==> src/design/scale2x_pixel_upscaler_core_assert.svh <==
// Assertion macros shared by the core.
`ifndef SCALE2X_PIXEL_UPSCALER_CORE_ASSERT_SVH
`define SCALE2X_PIXEL_UPSCALER_CORE_ASSERT_SVH

// Same-cycle implication, checked outside reset.
`define S2X_ASSERT_IMPLIES(label, ante, cons) \
    label: assert property (@(posedge clk) disable iff (!rst_n) (ante) |-> (cons)) \
        else $error("s2x: same-cycle implication failed");

// Next-cycle implication, checked outside reset.
`define S2X_ASSERT_NEXT(label, ante, cons) \
    label: assert property (@(posedge clk) disable iff (!rst_n) (ante) |=> (cons)) \
        else $error("s2x: next-cycle implication failed");

`endif

==> src/design/s2x_pkg.sv <==
package s2x_pkg;

    localparam int PIX_W          = 8;
    localparam int BX_W           = 10;
    localparam int BY_W           = 12;
    localparam int WIDTH_REG_W    = 11;
    localparam int HEIGHT_REG_W   = 13;
    localparam int CFG_DATA_W     = 13;
    localparam int CFG_IDX_W      = 1;
    localparam int MAX_WIDTH_DEF  = 1024;
    localparam int MAX_HEIGHT_DEF = 4096;
    localparam int FIFO_DEPTH     = 4;
    localparam int FIFO_PTR_W     = $clog2(FIFO_DEPTH);
    localparam int FIFO_CNT_W     = $clog2(FIFO_DEPTH + 1);

    typedef enum logic [CFG_IDX_W-1:0] {
        REG_WIDTH  = 1'b0,
        REG_HEIGHT = 1'b1
    } cfg_reg_t;

    typedef logic [PIX_W-1:0] pix_t;

    // One source pixel with its neighborhood and the blocks it releases
    typedef struct packed {
        pix_t            pix;
        pix_t            n_l;
        pix_t            n_c;
        pix_t            n_r;
        pix_t            o_c;
        pix_t            p_l1;
        pix_t            p_l2;
        logic [BX_W-1:0] bx;
        logic [BY_W-1:0] by;
        logic            do_top;
        logic            do_left;
        logic            do_end;
        logic            x0;
        logic            x1;
        logic            xl;
        logic            y0;
        logic            y1;
    } job_t;

    typedef struct packed {
        logic valid;
        logic ready;
    } fifo_stat_t;

endpackage

==> src/design/s2x_back.sv <==
module s2x_back
    import s2x_pkg::*;
(
    input  logic            clk,
    input  logic            rst_n,
    input  fifo_stat_t      q_stat,
    input  job_t            head_job,
    output logic            q_pop,
    output logic            out_valid,
    input  logic            out_stall,
    output logic [PIX_W-1:0] top_left,
    output logic [PIX_W-1:0] top_right,
    output logic [PIX_W-1:0] bottom_left,
    output logic [PIX_W-1:0] bottom_right,
    output logic [BX_W-1:0] block_x,
    output logic [BY_W-1:0] block_y,
    output logic            last_of_run,
    output logic            frame_done
);

    logic [2:0] served_reg;
    logic [2:0] remaining;
    logic [2:0] pick;
    logic [2:0] left_after;
    logic       advance;
    logic       fire;

    pix_t            a, c, p, b, d;
    logic [BX_W-1:0] bx;
    logic [BY_W-1:0] by;
    logic            done;

    logic            out_valid_reg;
    pix_t            tl_reg, tr_reg, bl_reg, br_reg;
    logic [BX_W-1:0] bx_reg;
    logic [BY_W-1:0] by_reg;
    logic            last_reg, done_reg;

    // Blocks still owed for the head transaction: top, left, end
    assign remaining = {head_job.do_end, head_job.do_left, head_job.do_top} & ~served_reg;

    always_comb
    begin
        if (remaining[0])
            pick = 3'b001;
        else if (remaining[1])
            pick = 3'b010;
        else
            pick = 3'b100;
    end

    assign left_after = remaining & ~pick;
    assign advance    = !out_valid_reg || !out_stall;
    assign fire       = advance && q_stat.valid;
    assign q_pop      = fire && (left_after == '0);

    // Gather the neighborhood of the chosen block
    always_comb
    begin
        case (pick)
            3'b001:
            begin
                p    = head_job.n_c;
                a    = head_job.y1 ? p : head_job.o_c;
                c    = head_job.x0 ? p : head_job.n_l;
                b    = head_job.xl ? p : head_job.n_r;
                d    = head_job.pix;
                bx   = head_job.bx;
                by   = BY_W'(head_job.by - 1'b1);
                done = 1'b0;
            end
            3'b010:
            begin
                p    = head_job.p_l1;
                a    = head_job.y0 ? p : head_job.n_l;
                c    = head_job.x1 ? p : head_job.p_l2;
                b    = head_job.pix;
                d    = p;
                bx   = BX_W'(head_job.bx - 1'b1);
                by   = head_job.by;
                done = 1'b0;
            end
            default:
            begin
                p    = head_job.pix;
                a    = head_job.y0 ? p : head_job.n_c;
                c    = head_job.x0 ? p : head_job.p_l1;
                b    = p;
                d    = p;
                bx   = head_job.bx;
                by   = head_job.by;
                done = 1'b1;
            end
        endcase
    end

    // Track served blocks of the head transaction
    always_ff @(posedge clk or negedge rst_n)
    begin
        if (!rst_n)
            served_reg <= '0;
        else if (fire)
            served_reg <= (left_after == '0) ? '0 : (served_reg | pick);
    end

    // Output valid
    always_ff @(posedge clk or negedge rst_n)
    begin
        if (!rst_n)
            out_valid_reg <= 1'b0;
        else if (advance)
            out_valid_reg <= q_stat.valid;
    end

    // Apply the corner rules into the output register
    always_ff @(posedge clk)
    begin
        if (fire)
        begin
            tl_reg   <= (c == a && c != d && a != b) ? a : p;
            tr_reg   <= (a == b && a != c && b != d) ? b : p;
            bl_reg   <= (d == c && d != b && c != a) ? c : p;
            br_reg   <= (b == d && b != a && d != c) ? d : p;
            bx_reg   <= bx;
            by_reg   <= by;
            last_reg <= (left_after == '0);
            done_reg <= done;
        end
    end

    assign out_valid    = out_valid_reg;
    assign top_left     = tl_reg;
    assign top_right    = tr_reg;
    assign bottom_left  = bl_reg;
    assign bottom_right = br_reg;
    assign block_x      = bx_reg;
    assign block_y      = by_reg;
    assign last_of_run  = last_reg;
    assign frame_done   = done_reg;

endmodule

==> config.mk <==
export PLATFORM = sky130hd
export DESIGN_NAME = s2x_back
export DESIGN_NICKNAME = d
export VERILOG_FILES = /design/src/design/scale2x_pixel_upscaler_core_assert.svh /design/src/design/s2x_pkg.sv /design/src/design/s2x_back.sv
export SDC_FILE = /design/constraint.sdc
export NUM_CORES = 1
export LEC_CHECK = 0
export BUFFER_PORTS_ARGS = -buffer_cell sky130_fd_sc_hd__buf_2
export CORE_ASPECT_RATIO = 1.5
export CORE_MARGIN = 8
export CORE_UTILIZATION = 40
export CTS_CLUSTER_SIZE = 20
export DETAILED_ROUTE_END_ITERATION = 6
export PLACE_DENSITY = 0.68
export SYNTH_ARGS = -nofsm -noshare
export SYNTH_HDL_FRONTEND = slang
export SYNTH_SLANG_ARGS = --single-unit
==> constraint.sdc <==
create_clock -name clk -period 10.5 [get_ports clk]
set_clock_uncertainty 0.1 [all_clocks]
set_input_delay 0 -clock clk [delete_from_list [all_inputs] [get_ports clk]]
set_output_delay 0 -clock clk [all_outputs]
set_load 0.005 [all_outputs]
==> impl_metrics.ini <==
[critical_path]
critPathArrivalTime_ps = 3710
path_cells = and2b_1 -> nor2_4 -> mux2i_1 -> xor2_1 -> nor4_1 -> nand2_1 -> or3_1 -> mux2i_1
rr_worst_depth = 8
crit_type = reg2reg
crit_family = simple AND/OR/NAND/NOR gates
critPathMaxStageDelay_ps = 640
crit_path_frequent_cell = mux2i_1
crit_buf_inv = 0
reg2reg_to = bottom_right[3]$_DFFE_PP_
path_max_fanout = 20
worst_setup_path_end_kind = flip-flop
critical_path.startpoint_type = flip-flop
worstPathRequired_ps = 10440
worstReg2RegStart = served_reg[0]$_DFFE_PN0P_
rrSetupSlack_ps = 6730
slowest_stage = nor2_4

[placed_design]
hpwl_mm = 9.41
port_buffers = 147
gp_congestion = 0.867
place_inst = 617

[synthesis]
synth_async_sr_flop_share_pct = 6.67
synth_top_area_share_pct = 40.4
syn-num-nets = 463
netlist_area_sq_um = 4170
synth.distinct_cells = 37
ys_seq_elements = 60
ys_seq_area_share_pct = 42.8
synth_edf_count = 56
syn_avg_cell_area_sq_um = 11.3
netlist_top_cells_area = edfxtp_1 40%, mux2i_1 17%, xor2_1 5.5%
synthFlopType = edfxtp_1
yosys_warnings = 0
synthCells = 370
synth_area_leader_cell = edfxtp_1

[timing]
period_needed_ps = 3770
hold_viol = 0
rsz0062_at_grt = no
max_slew_margin_pct = 39.7
fmaxAchievable_mhz = 265
finalSetupViolations = 0
drv_slew = 0
worst_slew_pin_slew_ps = 904
fin_crit_sh_pct = 35.9
setup_tns_ps = 0

[global_routing]
grt_start_max_net_pins = 61
first_global_vias = 3782
gr-total-overflow = 0
antenna_found_initial = 1
track_usage_pct = 17.2
grt_pass1_wl_mm = 19.1

[outcome]
status = finished, final reports clean

[power_and_ir_drop]
totalPowerFinal_mw = 0.795
vdd_ir_drop_max_mv = 0.0908
p_int_mw = 0.560
switching_share_pct = 29.6
clkPwrFrac_pct = 31.0
pwr_density_cell_nw_per_um2 = 144
p_sw_mw = 0.236
combPwrFrac_pct = 31.2
power_leakage_nw = 2.46
p_seq_share_pct = 37.8

[min_path]
worstHoldEndpoint = block_y[0]$_DFFE_PP_
min_path_cells = 3
hp-class = in2reg
min_from = head_job[8]

[cts]
clockBufferDepth = 2
tritoncts = built
cts_resized = 0
cts_buffers = 9
root_buffer = clkbuf_16
clkSinkCount = 60
clk_pin_slew_ps = 50
htree_levels = 3
clk_latency_ps = 320

[floorplan]
die-area_sq_um = 14000
num_rows = 45
io_pins = 149
die_h_um = 141
fp.dieW_um = 99.3
initial_core_util_pct = 41.1
core_sq_um = 10100

[detailed_routing]
dr.pass1.iters = 4
via_per_inst = 5.40
drt_wl_total_mm = 12.1
ant_nets = 0
drc = 0
wl_per_cell_um = 18.2
via_count = 3594
drt_iter0_markers = 167

[layout]
fin_util_pct = 54.5
area_growth_pct = 32.6
largest_reg_flops = 12
layout_common_cells = 147 x buf_2, 72 x mux2i_1, 56 x edfxtp_1
seqCellArea_sq_um = 1780
final_common_cell = buf_2
final_nets = 636
fin_cells = 666
multi_input_area_sq_um = 2240
drive_gt1_share_pct = 32.8
n_fill_cell = 916

[flow_run]
maxCapViolCount = 0
==> power by group through the flow <==
stage	clock, mW	combinational [mW]	sequential [mW]
final	0.247	0.248	0.300
after global routing	0.263	0.271	0.303
after CTS	0.253	0.248	0.301
after detailed placement	0	0.239	0.305
after global placement	0	0.233	0.304
after floorplan	0	0.159	0.309
==> how the worst max path moves through the flow <==
stage / startpoint / endpoint / slack, ps / cells past startpoint
final: served_reg[0]$_DFFE_PN0P_ / bottom_right[3]$_DFFE_PP_ / 6730 / 8
after global routing: served_reg[0]$_DFFE_PN0P_ / top_left[5]$_DFFE_PP_ / 6560 / 9
after CTS: served_reg[0]$_DFFE_PN0P_ / bottom_right[3]$_DFFE_PP_ / 6800 / 8
after detailed placement: served_reg[0]$_DFFE_PN0P_ / bottom_right[3]$_DFFE_PP_ / 6800 / 8
after global placement: served_reg[0]$_DFFE_PN0P_ / bottom_right[3]$_DFFE_PP_ / 6870 / 8
after floorplan: out_valid$_DFFE_PN0N_ / served_reg[2]$_DFFE_PN0P_ / 4920 / 2
==> through the flow <==
step | area [sq um] | hold slack (ps) | worst slack (ps)
floorplan | 4170 | -396 | 4920
global placement | 4950 | -292 | 6870
detailed placement | 4950 | -286 | 6800
CTS | 5520 | 8.48 | 6800
global route | 5520 | 34.0 | 6560
finish | 5520 | 13.8 | 6730
==> cell type report <==
type                            instances  share of cell area, %
Clock buffer                           12                   4.28
Sequential cell                        60                   32.3
Inverter                                6                  0.408
Antenna cell                            1                 0.0453
Multi-Input combinational cell        285                   40.7
Tap cell                              117                   2.65
Clock inverter                          4                  0.295
Timing Repair Buffer                  181                   19.4
==> repair_timing <==
action,4_1_cts,5_1_grt
endpoints found under the hold margin,28,0
buffers inserted,0,0
hold buffers,32,0
==> worst register-to-register path: stages (launching register included) <==
cell	delay, ps
dfrtp_1	350
and2b_1	470
nor2_4	640
mux2i_1	560
xor2_1	130
nor4_1	240
nand2_1	150
or3_1	630
mux2i_1	210
==> kinds of logic after synthesis <==
kind of cell,Yosys count,share of synthesized area (%)
mux,80,21.6
simple gates,95,11.6
flops,60,42.8
fa+ha+maj,2,0.601
compound gates,58,9.25
buf+inv,25,3.66
xor+xnor,50,10.5
==> cell usage after synthesis (3+ instances only) <==
cell type / number
a211oi_1: 8
a21oi_1: 28
a21oi_2: 6
a221o_1: 8
and2b_1: 3
buf_2: 5
buf_4: 3
buf_6: 5
clkbuf_1: 3
clkbuf_2: 3
dfrtp_1: 4
edfxtp_1: 56
inv_1: 5
mux2i_1: 72
mux4_2: 8
nand2_1: 29
nand4_1: 6
nor2_1: 24
nor2b_1: 7
nor3_1: 6
nor4_1: 7
o21ai_0: 3
or4_1: 3
xnor2_1: 24
xor2_1: 26
==> routing by layer <==
layer	track usage, %	vias up	share of wire (%)
li1	-	1731	-
met1	18.1	1716	38
met2	31.5	127	53
met3	4.39	20	6.1
met4	7.29	0	2.3
met5	0	-	0
No activity file was read; power rests on OpenSTA's default activity.
