===== config.mk =====
export PLATFORM = sky130hd
export DESIGN_NAME = s2x_fifo
export DESIGN_NICKNAME = d
export VERILOG_FILES = /design/src/design/scale2x_pixel_upscaler_core_assert.svh /design/src/design/s2x_pkg.sv /design/src/design/s2x_fifo.sv
export SDC_FILE = /design/constraint.sdc
export NUM_CORES = 1
export LEC_CHECK = 0
export BUFFER_PORTS_ARGS = -buffer_cell sky130_fd_sc_hd__buf_2
export CAP_MARGIN = 20
export CORE_UTILIZATION = 27
export DETAILED_ROUTE_END_ITERATION = 6
export GPL_TIMING_DRIVEN = 0
export PLACE_DENSITY = 0.51
export SYNTH_ARGS = -nofsm -noshare
export SYNTH_HDL_FRONTEND = slang
export SYNTH_SLANG_ARGS = --single-unit

===== constraint.sdc =====
create_clock -name clk -period 3.9 [get_ports clk]
set_input_delay 0.585 -clock clk [delete_from_list [all_inputs] [get_ports clk]]
set_output_delay 0.585 -clock clk [all_outputs]
set_load 0.1 [all_outputs]

===== src/design/scale2x_pixel_upscaler_core_assert.svh =====
// Assertion macros shared by the core.
`ifndef SCALE2X_PIXEL_UPSCALER_CORE_ASSERT_SVH
`define SCALE2X_PIXEL_UPSCALER_CORE_ASSERT_SVH

// Same-cycle implication, checked outside reset.
`define S2X_ASSERT_IMPLIES(label, ante, cons) \
    label: assert property (@(posedge clk) disable iff (!rst_n) (ante) |-> (cons)) \
        else $error("s2x: same-cycle implication failed");

// Next-cycle implication, checked outside reset.
`define S2X_ASSERT_NEXT(label, ante, cons) \
    label: assert property (@(posedge clk) disable iff (!rst_n) (ante) |=> (cons)) \
        else $error("s2x: next-cycle implication failed");

`endif


===== src/design/s2x_pkg.sv =====
package s2x_pkg;

    localparam int PIX_W          = 8;
    localparam int BX_W           = 10;
    localparam int BY_W           = 12;
    localparam int WIDTH_REG_W    = 11;
    localparam int HEIGHT_REG_W   = 13;
    localparam int CFG_DATA_W     = 13;
    localparam int CFG_IDX_W      = 1;
    localparam int MAX_WIDTH_DEF  = 1024;
    localparam int MAX_HEIGHT_DEF = 4096;
    localparam int FIFO_DEPTH     = 4;
    localparam int FIFO_PTR_W     = $clog2(FIFO_DEPTH);
    localparam int FIFO_CNT_W     = $clog2(FIFO_DEPTH + 1);

    typedef enum logic [CFG_IDX_W-1:0] {
        REG_WIDTH  = 1'b0,
        REG_HEIGHT = 1'b1
    } cfg_reg_t;

    typedef logic [PIX_W-1:0] pix_t;

    // One source pixel with its neighborhood and the blocks it releases
    typedef struct packed {
        pix_t            pix;
        pix_t            n_l;
        pix_t            n_c;
        pix_t            n_r;
        pix_t            o_c;
        pix_t            p_l1;
        pix_t            p_l2;
        logic [BX_W-1:0] bx;
        logic [BY_W-1:0] by;
        logic            do_top;
        logic            do_left;
        logic            do_end;
        logic            x0;
        logic            x1;
        logic            xl;
        logic            y0;
        logic            y1;
    } job_t;

    typedef struct packed {
        logic valid;
        logic ready;
    } fifo_stat_t;

endpackage


===== src/design/s2x_fifo.sv =====
module s2x_fifo
    import s2x_pkg::*;
(
    input  logic       clk,
    input  logic       rst_n,
    input  logic       push,
    input  job_t       push_job,
    input  logic       pop,
    output job_t       head_job,
    output fifo_stat_t stat
);

    job_t                  mem_reg [FIFO_DEPTH];
    logic [FIFO_PTR_W-1:0] wr_ptr_reg;
    logic [FIFO_PTR_W-1:0] rd_ptr_reg;
    logic [FIFO_CNT_W-1:0] count_reg;

    assign stat.valid = (count_reg != '0);
    assign stat.ready = (count_reg != FIFO_CNT_W'(FIFO_DEPTH));
    assign head_job   = mem_reg[rd_ptr_reg];

    // Store entries
    always_ff @(posedge clk)
    begin
        if (push)
            mem_reg[wr_ptr_reg] <= push_job;
    end

    // Advance pointers and occupancy
    always_ff @(posedge clk or negedge rst_n)
    begin
        if (!rst_n)
        begin
            wr_ptr_reg <= '0;
            rd_ptr_reg <= '0;
            count_reg  <= '0;
        end
        else
        begin
            if (push)
                wr_ptr_reg <= FIFO_PTR_W'(wr_ptr_reg + 1'b1);
            if (pop)
                rd_ptr_reg <= FIFO_PTR_W'(rd_ptr_reg + 1'b1);
            if (push && !pop)
                count_reg <= FIFO_CNT_W'(count_reg + 1'b1);
            else if (pop && !push)
                count_reg <= FIFO_CNT_W'(count_reg - 1'b1);
        end
    end

endmodule


==> metrics.txt, run 1 <==
Mapped Area 0.0128 mm^2; Tot GR Track Use 10.9%; wire per inst 19.4 um; max FFs per register 344; kind of critical path flip-flop to output pin; CP endpoint kind output pin; largest area contributor in the netlist edfxtp_1; Yosys top cell area share 80.7%; Final setup viols 0; crit share post-route 80.1%; Crit-path slowest cell clkbuf_1; TNS Setup 0 ns; Slew Viols, Final 0; CTS Root Cell clkbuf_16; Worst path max stage delay 0.70 ns; total congestion overflow 0; CP startpoint kind flip-flop; Port Buffer Count 177; Post-synth EDFFs 344; min cycle time layout 3.12 ns; Top FF cell, synth edfxtp_1; dpl hpwl 15,600 um; path depth of the worst reg2reg path 4; Synth area leaders edfxtp_1, mux4_2, dfrtp_1; CTS clk-pin slew, worst paths 0.06 ns; Pre-Repair DR Iteration Count 7; final cell count without fillers 1,341; wirelength, routed 26,000 um; CORE AREA 0.0467 mm^2; cells after synthesis 485; Inst Count DP 1,273; DR iter-0 viols 369; Fill cells 4,435; status finished with violations; critical path required time 3.31 ns; Fin. Hold Viols 0; synthesized net count 581; FFs w/ async S/R, synth 1.99%; share of cells above drive strength 1 46.7%; Via density 4.27; Max Freq 0.320 GHz; P&R area growth vs syn 23.1%; pin count of the biggest net entering global routing 47; most frequent cells after synthesis edfxtp_1, mux4_2, buf_2; Post-CTS Hold Buffers 1; die area 0.0483 mm^2; global-route wire length before repair 38,400 um; via count 5,732; io pins 178; WP data arrival 2.54 ns; CP Cell Sequence buf_2, clkbuf_1, mux4_2, buf_2; WHS 0.262 ns; PostCTS Resize Cnt 0; failing checks design-rule violations; critical path launch point rd_ptr_reg[1]$_DFFE_PN0P_; Initial Utilization 27.4%; Critical Path Most Common Cell buf_2; initial antenna violation count 2; worst-case clock buffer depth 3; RR Endpoint mem_reg[0][37]$_DFFE_PP_; vias in the first global route 6,160; Max-Cap Viols 0; GP Congestion 0.647; clk sink count 351; Nets 804; worst-path maximum fanout 10; worst slew pin tran 0.907 ns; # diodes 0; top-count cell post-synth edfxtp_1; RSZ-0062 raised after global routing false; Ys Warns 0; Final ANT Viol Nets 0; reg2reg setup slack 1.91 ns; worst rel slew slack 39.5%; library cells used by synthesis 20; std cell rows 79; Yosys reg bits 351; Critical Path End head_job[26]; register area share after synthesis 82.1%; hold crit path type input pin to flip-flop; H-tree depth reported by CTS 2; r2r startpoint wr_ptr_reg[0]$_DFFE_PN0P_; Clock Skews 0.0139 ns; Die Wd 220 um; # DRC 22; average size of a mapped cell 26.4 um^2; CTS tree done; CTS Buf Count 39; Die Span Y 220 um; Setup Buffers After CTS 0; Clk Latency, worst-skew pair 0.53 ns
layer usage:
metal | part of all wire, % | vias to the layer above | global-route usage [%] | routed length, um
met5 | 0.10 | - | 0 | 27
met4 | 2.5 | 4 | 4.53 | 650
met3 | 6.2 | 46 | 3.19 | 1610
met2 | 48 | 132 | 17.1 | 12600
met1 | 43 | 3022 | 14.1 | 11100
li1 | - | 2528 | - | -
cell usage in the layout (no fill, tap or decap), drive strengths merged:
cell type / count
xnor2: 2
or3: 1
clkinvlp: 1
xor2: 4
nand2: 3
dlygate4sd3: 1
and2: 4
mux2: 1
nor2: 2
clkinv: 17
o21ai: 1
fa: 1
dfrtp: 7
buf: 197
mux4: 86
clkbuf: 51
edfxtp: 344
bufinv: 1
ha: 5
inv: 5
area by class of cell:
cell class	instances	area, um^2	share of cell area, %
timing repair buffer	182	1010	6.38
clock buffer	47	1050	6.65
inverter	4	15.0	0.0953
buffer	20	143	0.905
sequential	351	10500	66.7
multi-input combinational	110	2150	13.6
clock inverter	20	131	0.834
tap	607	759	4.82
critical path: cells and delay by family, from the launching register on:
family | cells | cell delay (ns)
flops | 1 | 0.31
mux | 1 | 0.37
buf+inv | 3 | 1.30
how the worst min path moves through the flow:
stage                       startpoint                  endpoint  slack [ns]  cells past startpoint
final                     push_job[68]  mem_reg[3][68]$_DFFE_PP_        0.26                      1
after global routing      push_job[26]  mem_reg[3][26]$_DFFE_PP_        0.23                      1
after CTS                 push_job[59]  mem_reg[2][59]$_DFFE_PP_        0.21                      1
after floorplan                  rst_n  count_reg[0]$_DFFE_PN0P_        0.29                      0
after detailed placement         rst_n  count_reg[2]$_DFFE_PN0P_        0.43                      1
after global placement           rst_n  count_reg[2]$_DFFE_PN0P_        0.43                      1
kinds of logic (layout without fill, tap and decap cells):
kind of cell / count (synthesis) / count (layout) / share of synthesized area, %
buffers and inverters: 24 / 273 / 1.23
adder cells (fa/ha/maj): 6 / 6 / 0.645
multiplexers: 87 / 87 / 15.2
XOR/XNOR: 6 / 6 / 0.411
flip-flops: 351 / 351 / 82.1
AND/OR/NAND/NOR: 10 / 10 / 0.391
AO/OA/AOI/OAI: 1 / 1 / 0.0391
stage by stage:
| step | util, % | instance area [um^2] | setup WS, ns |
|---|---|---|---|
| 2_1_floorplan | - | 12800 | 0.833 |
| 3_3_place_gp | 31.0 | 14400 | -1.38 |
| 3_5_place_dp | 31.2 | 14600 | 1.25 |
| 4_1_cts | 33.8 | 15800 | 0.641 |
| 5_1_grt | 33.8 | 15800 | 0.604 |
| 6_report | 33.8 | 15800 | 0.776 |
Power of run 1 is not shown: default switching activity piles up to over one toggle a cycle in this logic, so the estimate is an artifact.
==> run 2, diff against run 1 <==
--- a/config.mk
+++ b/config.mk
@@ -10,7 +10,7 @@
 export CORE_UTILIZATION = 27
 export DETAILED_ROUTE_END_ITERATION = 6
 export GPL_TIMING_DRIVEN = 0
-export PLACE_DENSITY = 0.51
+export PLACE_DENSITY = 0.52
 export SYNTH_ARGS = -nofsm -noshare
 export SYNTH_HDL_FRONTEND = slang
 export SYNTH_SLANG_ARGS = --single-unit
==> constraint.sdc (replaced) <==
create_clock -name clk -period 2.6 [get_ports clk]
set_input_delay 0.39 -clock clk [delete_from_list [all_inputs] [get_ports clk]]
set_output_delay 0.39 -clock clk [all_outputs]
set_load 0.1 [all_outputs]
==> run 2 against run 1 <==
Against the previous run:
- the flow still finishes with violations (design-rule violations)
- hold slack worse by 0.21 ns
- critical path depth stayed put
- non-clock buffer count is 8 higher
- via count is 0.31% higher
- utilization is 1.4 points higher
- first-iteration DRC count is 19% lower
- die area stayed put
- sequential cell count stayed put
- global-route usage is 0.12 points higher
==> metrics.txt, run 2 (synthesized netlist as in run 1, its figures left out) <==
Port Buffer Count 177 (unchanged); CP endpoint kind output pin (unchanged); kind of critical path flip-flop to output pin (unchanged); Final ANT Viol Nets 0 (unchanged); wirelength, routed 26,500 um (was 26,000 um); Initial Utilization 27.4% (unchanged); Max-Cap Viols 0 (unchanged); CTS clk-pin slew, worst paths 0.06 ns (about the same); failing checks design-rule violations (unchanged); Critical Path Most Common Cell buf_4 (was buf_2); CP Cell Sequence buf_12, buf_4, mux4_2, buf_4 (was buf_2, clkbuf_1, mux4_2, buf_2); # DRC 44 (was 22); GP Congestion 0.642 (was 0.647); critical path required time 2.21 ns (was 3.31 ns); worst-case clock buffer depth 3 (unchanged); CTS tree done (unchanged); share of cells above drive strength 1 48.5% (was 46.7%); hold crit path type input pin to flip-flop (unchanged); global-route wire length before repair 38,800 um (was 38,400 um); fin util 35.1% (was 33.8%); Pre-Repair DR Iteration Count 6 (was 7); max FFs per register 344 (unchanged); vias in the first global route 6,165 (was 6,160); pin count of the biggest net entering global routing 50 (was 47); H-tree depth reported by CTS 2 (unchanged); Clock Skews 0.0143 ns (was 0.0139 ns); Slew Viols, Final 0 (unchanged); P&R area growth vs syn 28.0% (was 23.1%); dpl ws 0.174 ns (was 1.25 ns); wire per inst 19.5 um (was 19.4 um); CP startpoint kind flip-flop (unchanged); Die Span Y 220 um (unchanged); worst-path maximum fanout 10 (unchanged); Max Freq 0.395 GHz; crit share post-route 97.3%; CTS Root Cell clkbuf_16 (unchanged); DR iter-0 viols 300 (was 369); initial antenna violation count 3 (was 2); std cell rows 79 (unchanged); WP data arrival 2.14 ns (was 2.54 ns); RSZ-0062 raised after global routing true (was false); io pins 178 (unchanged); CTS Buf Count 40 (was 39); Nets 813 (was 804); die area 0.0483 mm^2 (unchanged); fin worst setup slack 0.0711 ns (was 0.776 ns); most frequent cells in the layout edfxtp_1, buf_2, mux4_2, buf_4, clkbuf_16 (was edfxtp_1, buf_2, mux4_2, clkbuf_16, clkbuf_1); CORE AREA 0.0467 mm^2 (unchanged); commonest non-fill, non-tap cell in the layout edfxtp_1 (unchanged); Crit-path slowest cell mux4_2 (was clkbuf_1); worst slew pin tran 0.755 ns (was 0.907 ns); clk sink count 351 (unchanged); dpl hpwl 15,800 um (was 15,600 um); Fin. Hold Viols 0 (unchanged); worst rel slew slack 49.7% (was 39.5%); via count 5,750 (was 5,732); Final setup viols 0 (unchanged); total congestion overflow 0 (unchanged); status finished with violations (unchanged); Via density 4.24 (was 4.27); Die Wd 220 um (unchanged); Tot GR Track Use 11.0% (was 10.9%); Worst path max stage delay 0.55 ns (was 0.70 ns); Clk Latency, worst-skew pair 0.55 ns (was 0.53 ns); min cycle time layout 2.53 ns
==> run 2: cell types whose count changed in the layout (fill, tap and decap cells not counted), moves of 4 or more <==
cell	previous run	this run
buf_4	4	66
buf_6	2	21
buf_12	1	5
inv_6	1	5
buf_2	185	102
==> run 2: layout make-up <==
cell class / instances / area [um^2]
clock inverters: 24 / 246
inverters: 4 / 15.0
fillers: 4395 / 30300
flip-flops and latches: 351 / 10500
well taps: 607 / 759
plain buffers: 20 / 211
diodes: 2 / 5.00
clock buffers: 48 / 1050
multi-input cells: 110 / 2150
repair buffers: 190 / 1450
==> run 2: what timing repair did <==
item | CTS | global route
resized for setup | 112 | 10
hold endpoints to repair | 7 | 0
pin swaps | 0 | 0
hold buffers | 1 | 0
cloned | 0 | 3
setup endpoints to repair | 83 | 56
setup buffers | 2 | 1
==> run 2: metrics by stage <==
step           TNS [ns]  cells  hold slack (ns)  cell area, um^2
3_3_place_gp    -209.20   1269            0.240            14500
3_5_place_dp          0   1275            0.244            14600
4_1_cts          -0.129   1350          0.00279            16300
5_1_grt          -0.935   1355           0.0222            16400
6_report              0   1356           0.0569            16400
2_1_floorplan         0    485           0.0944            12800
==> run 2: metal layers <==
| metal | routed length [um] | up-vias | global-route usage (%) | share of wire [%] |
|---|---|---|---|---|
| met2 | 12800 | 133 | 17.7 | 48 |
| met3 | 1740 | 42 | 4.02 | 6.6 |
| met5 | 27 | - | 0 | 0.10 |
| met4 | 541 | 4 | 3.66 | 2.0 |
| met1 | 11400 | 3017 | 13.8 | 43 |
| li1 | - | 2554 | - | - |
==> run 2: worst paths after layout <==
kind                                                   to  cells past startpoint  slack, ns                      start
min in group asynchronous        count_reg[2]$_DFFE_PN0P_                      2       0.22                      rst_n
worst min-delay path              mem_reg[0][3]$_DFFE_PP_                      1       0.06                push_job[3]
worst max register to register   mem_reg[0][33]$_DFFE_PP_                      4       0.60  wr_ptr_reg[0]$_DFFE_PN0P_
worst max-delay path                         head_job[46]                      4       0.07  rd_ptr_reg[0]$_DFFE_PN0P_
worst min register to register   count_reg[2]$_DFFE_PN0P_                      1       0.48   count_reg[2]$_DFFE_PN0P_
max in group asynchronous       rd_ptr_reg[0]$_DFFE_PN0P_                      2       2.21                      rst_n
==> run 2: worst max-delay path: cells and delay by family, from the launching register on <==
family   cells  cell delay, ns
flops        1            0.37
buf+inv      3            0.67
mux          1            0.55
Power of run 2 is left out for the same reason.
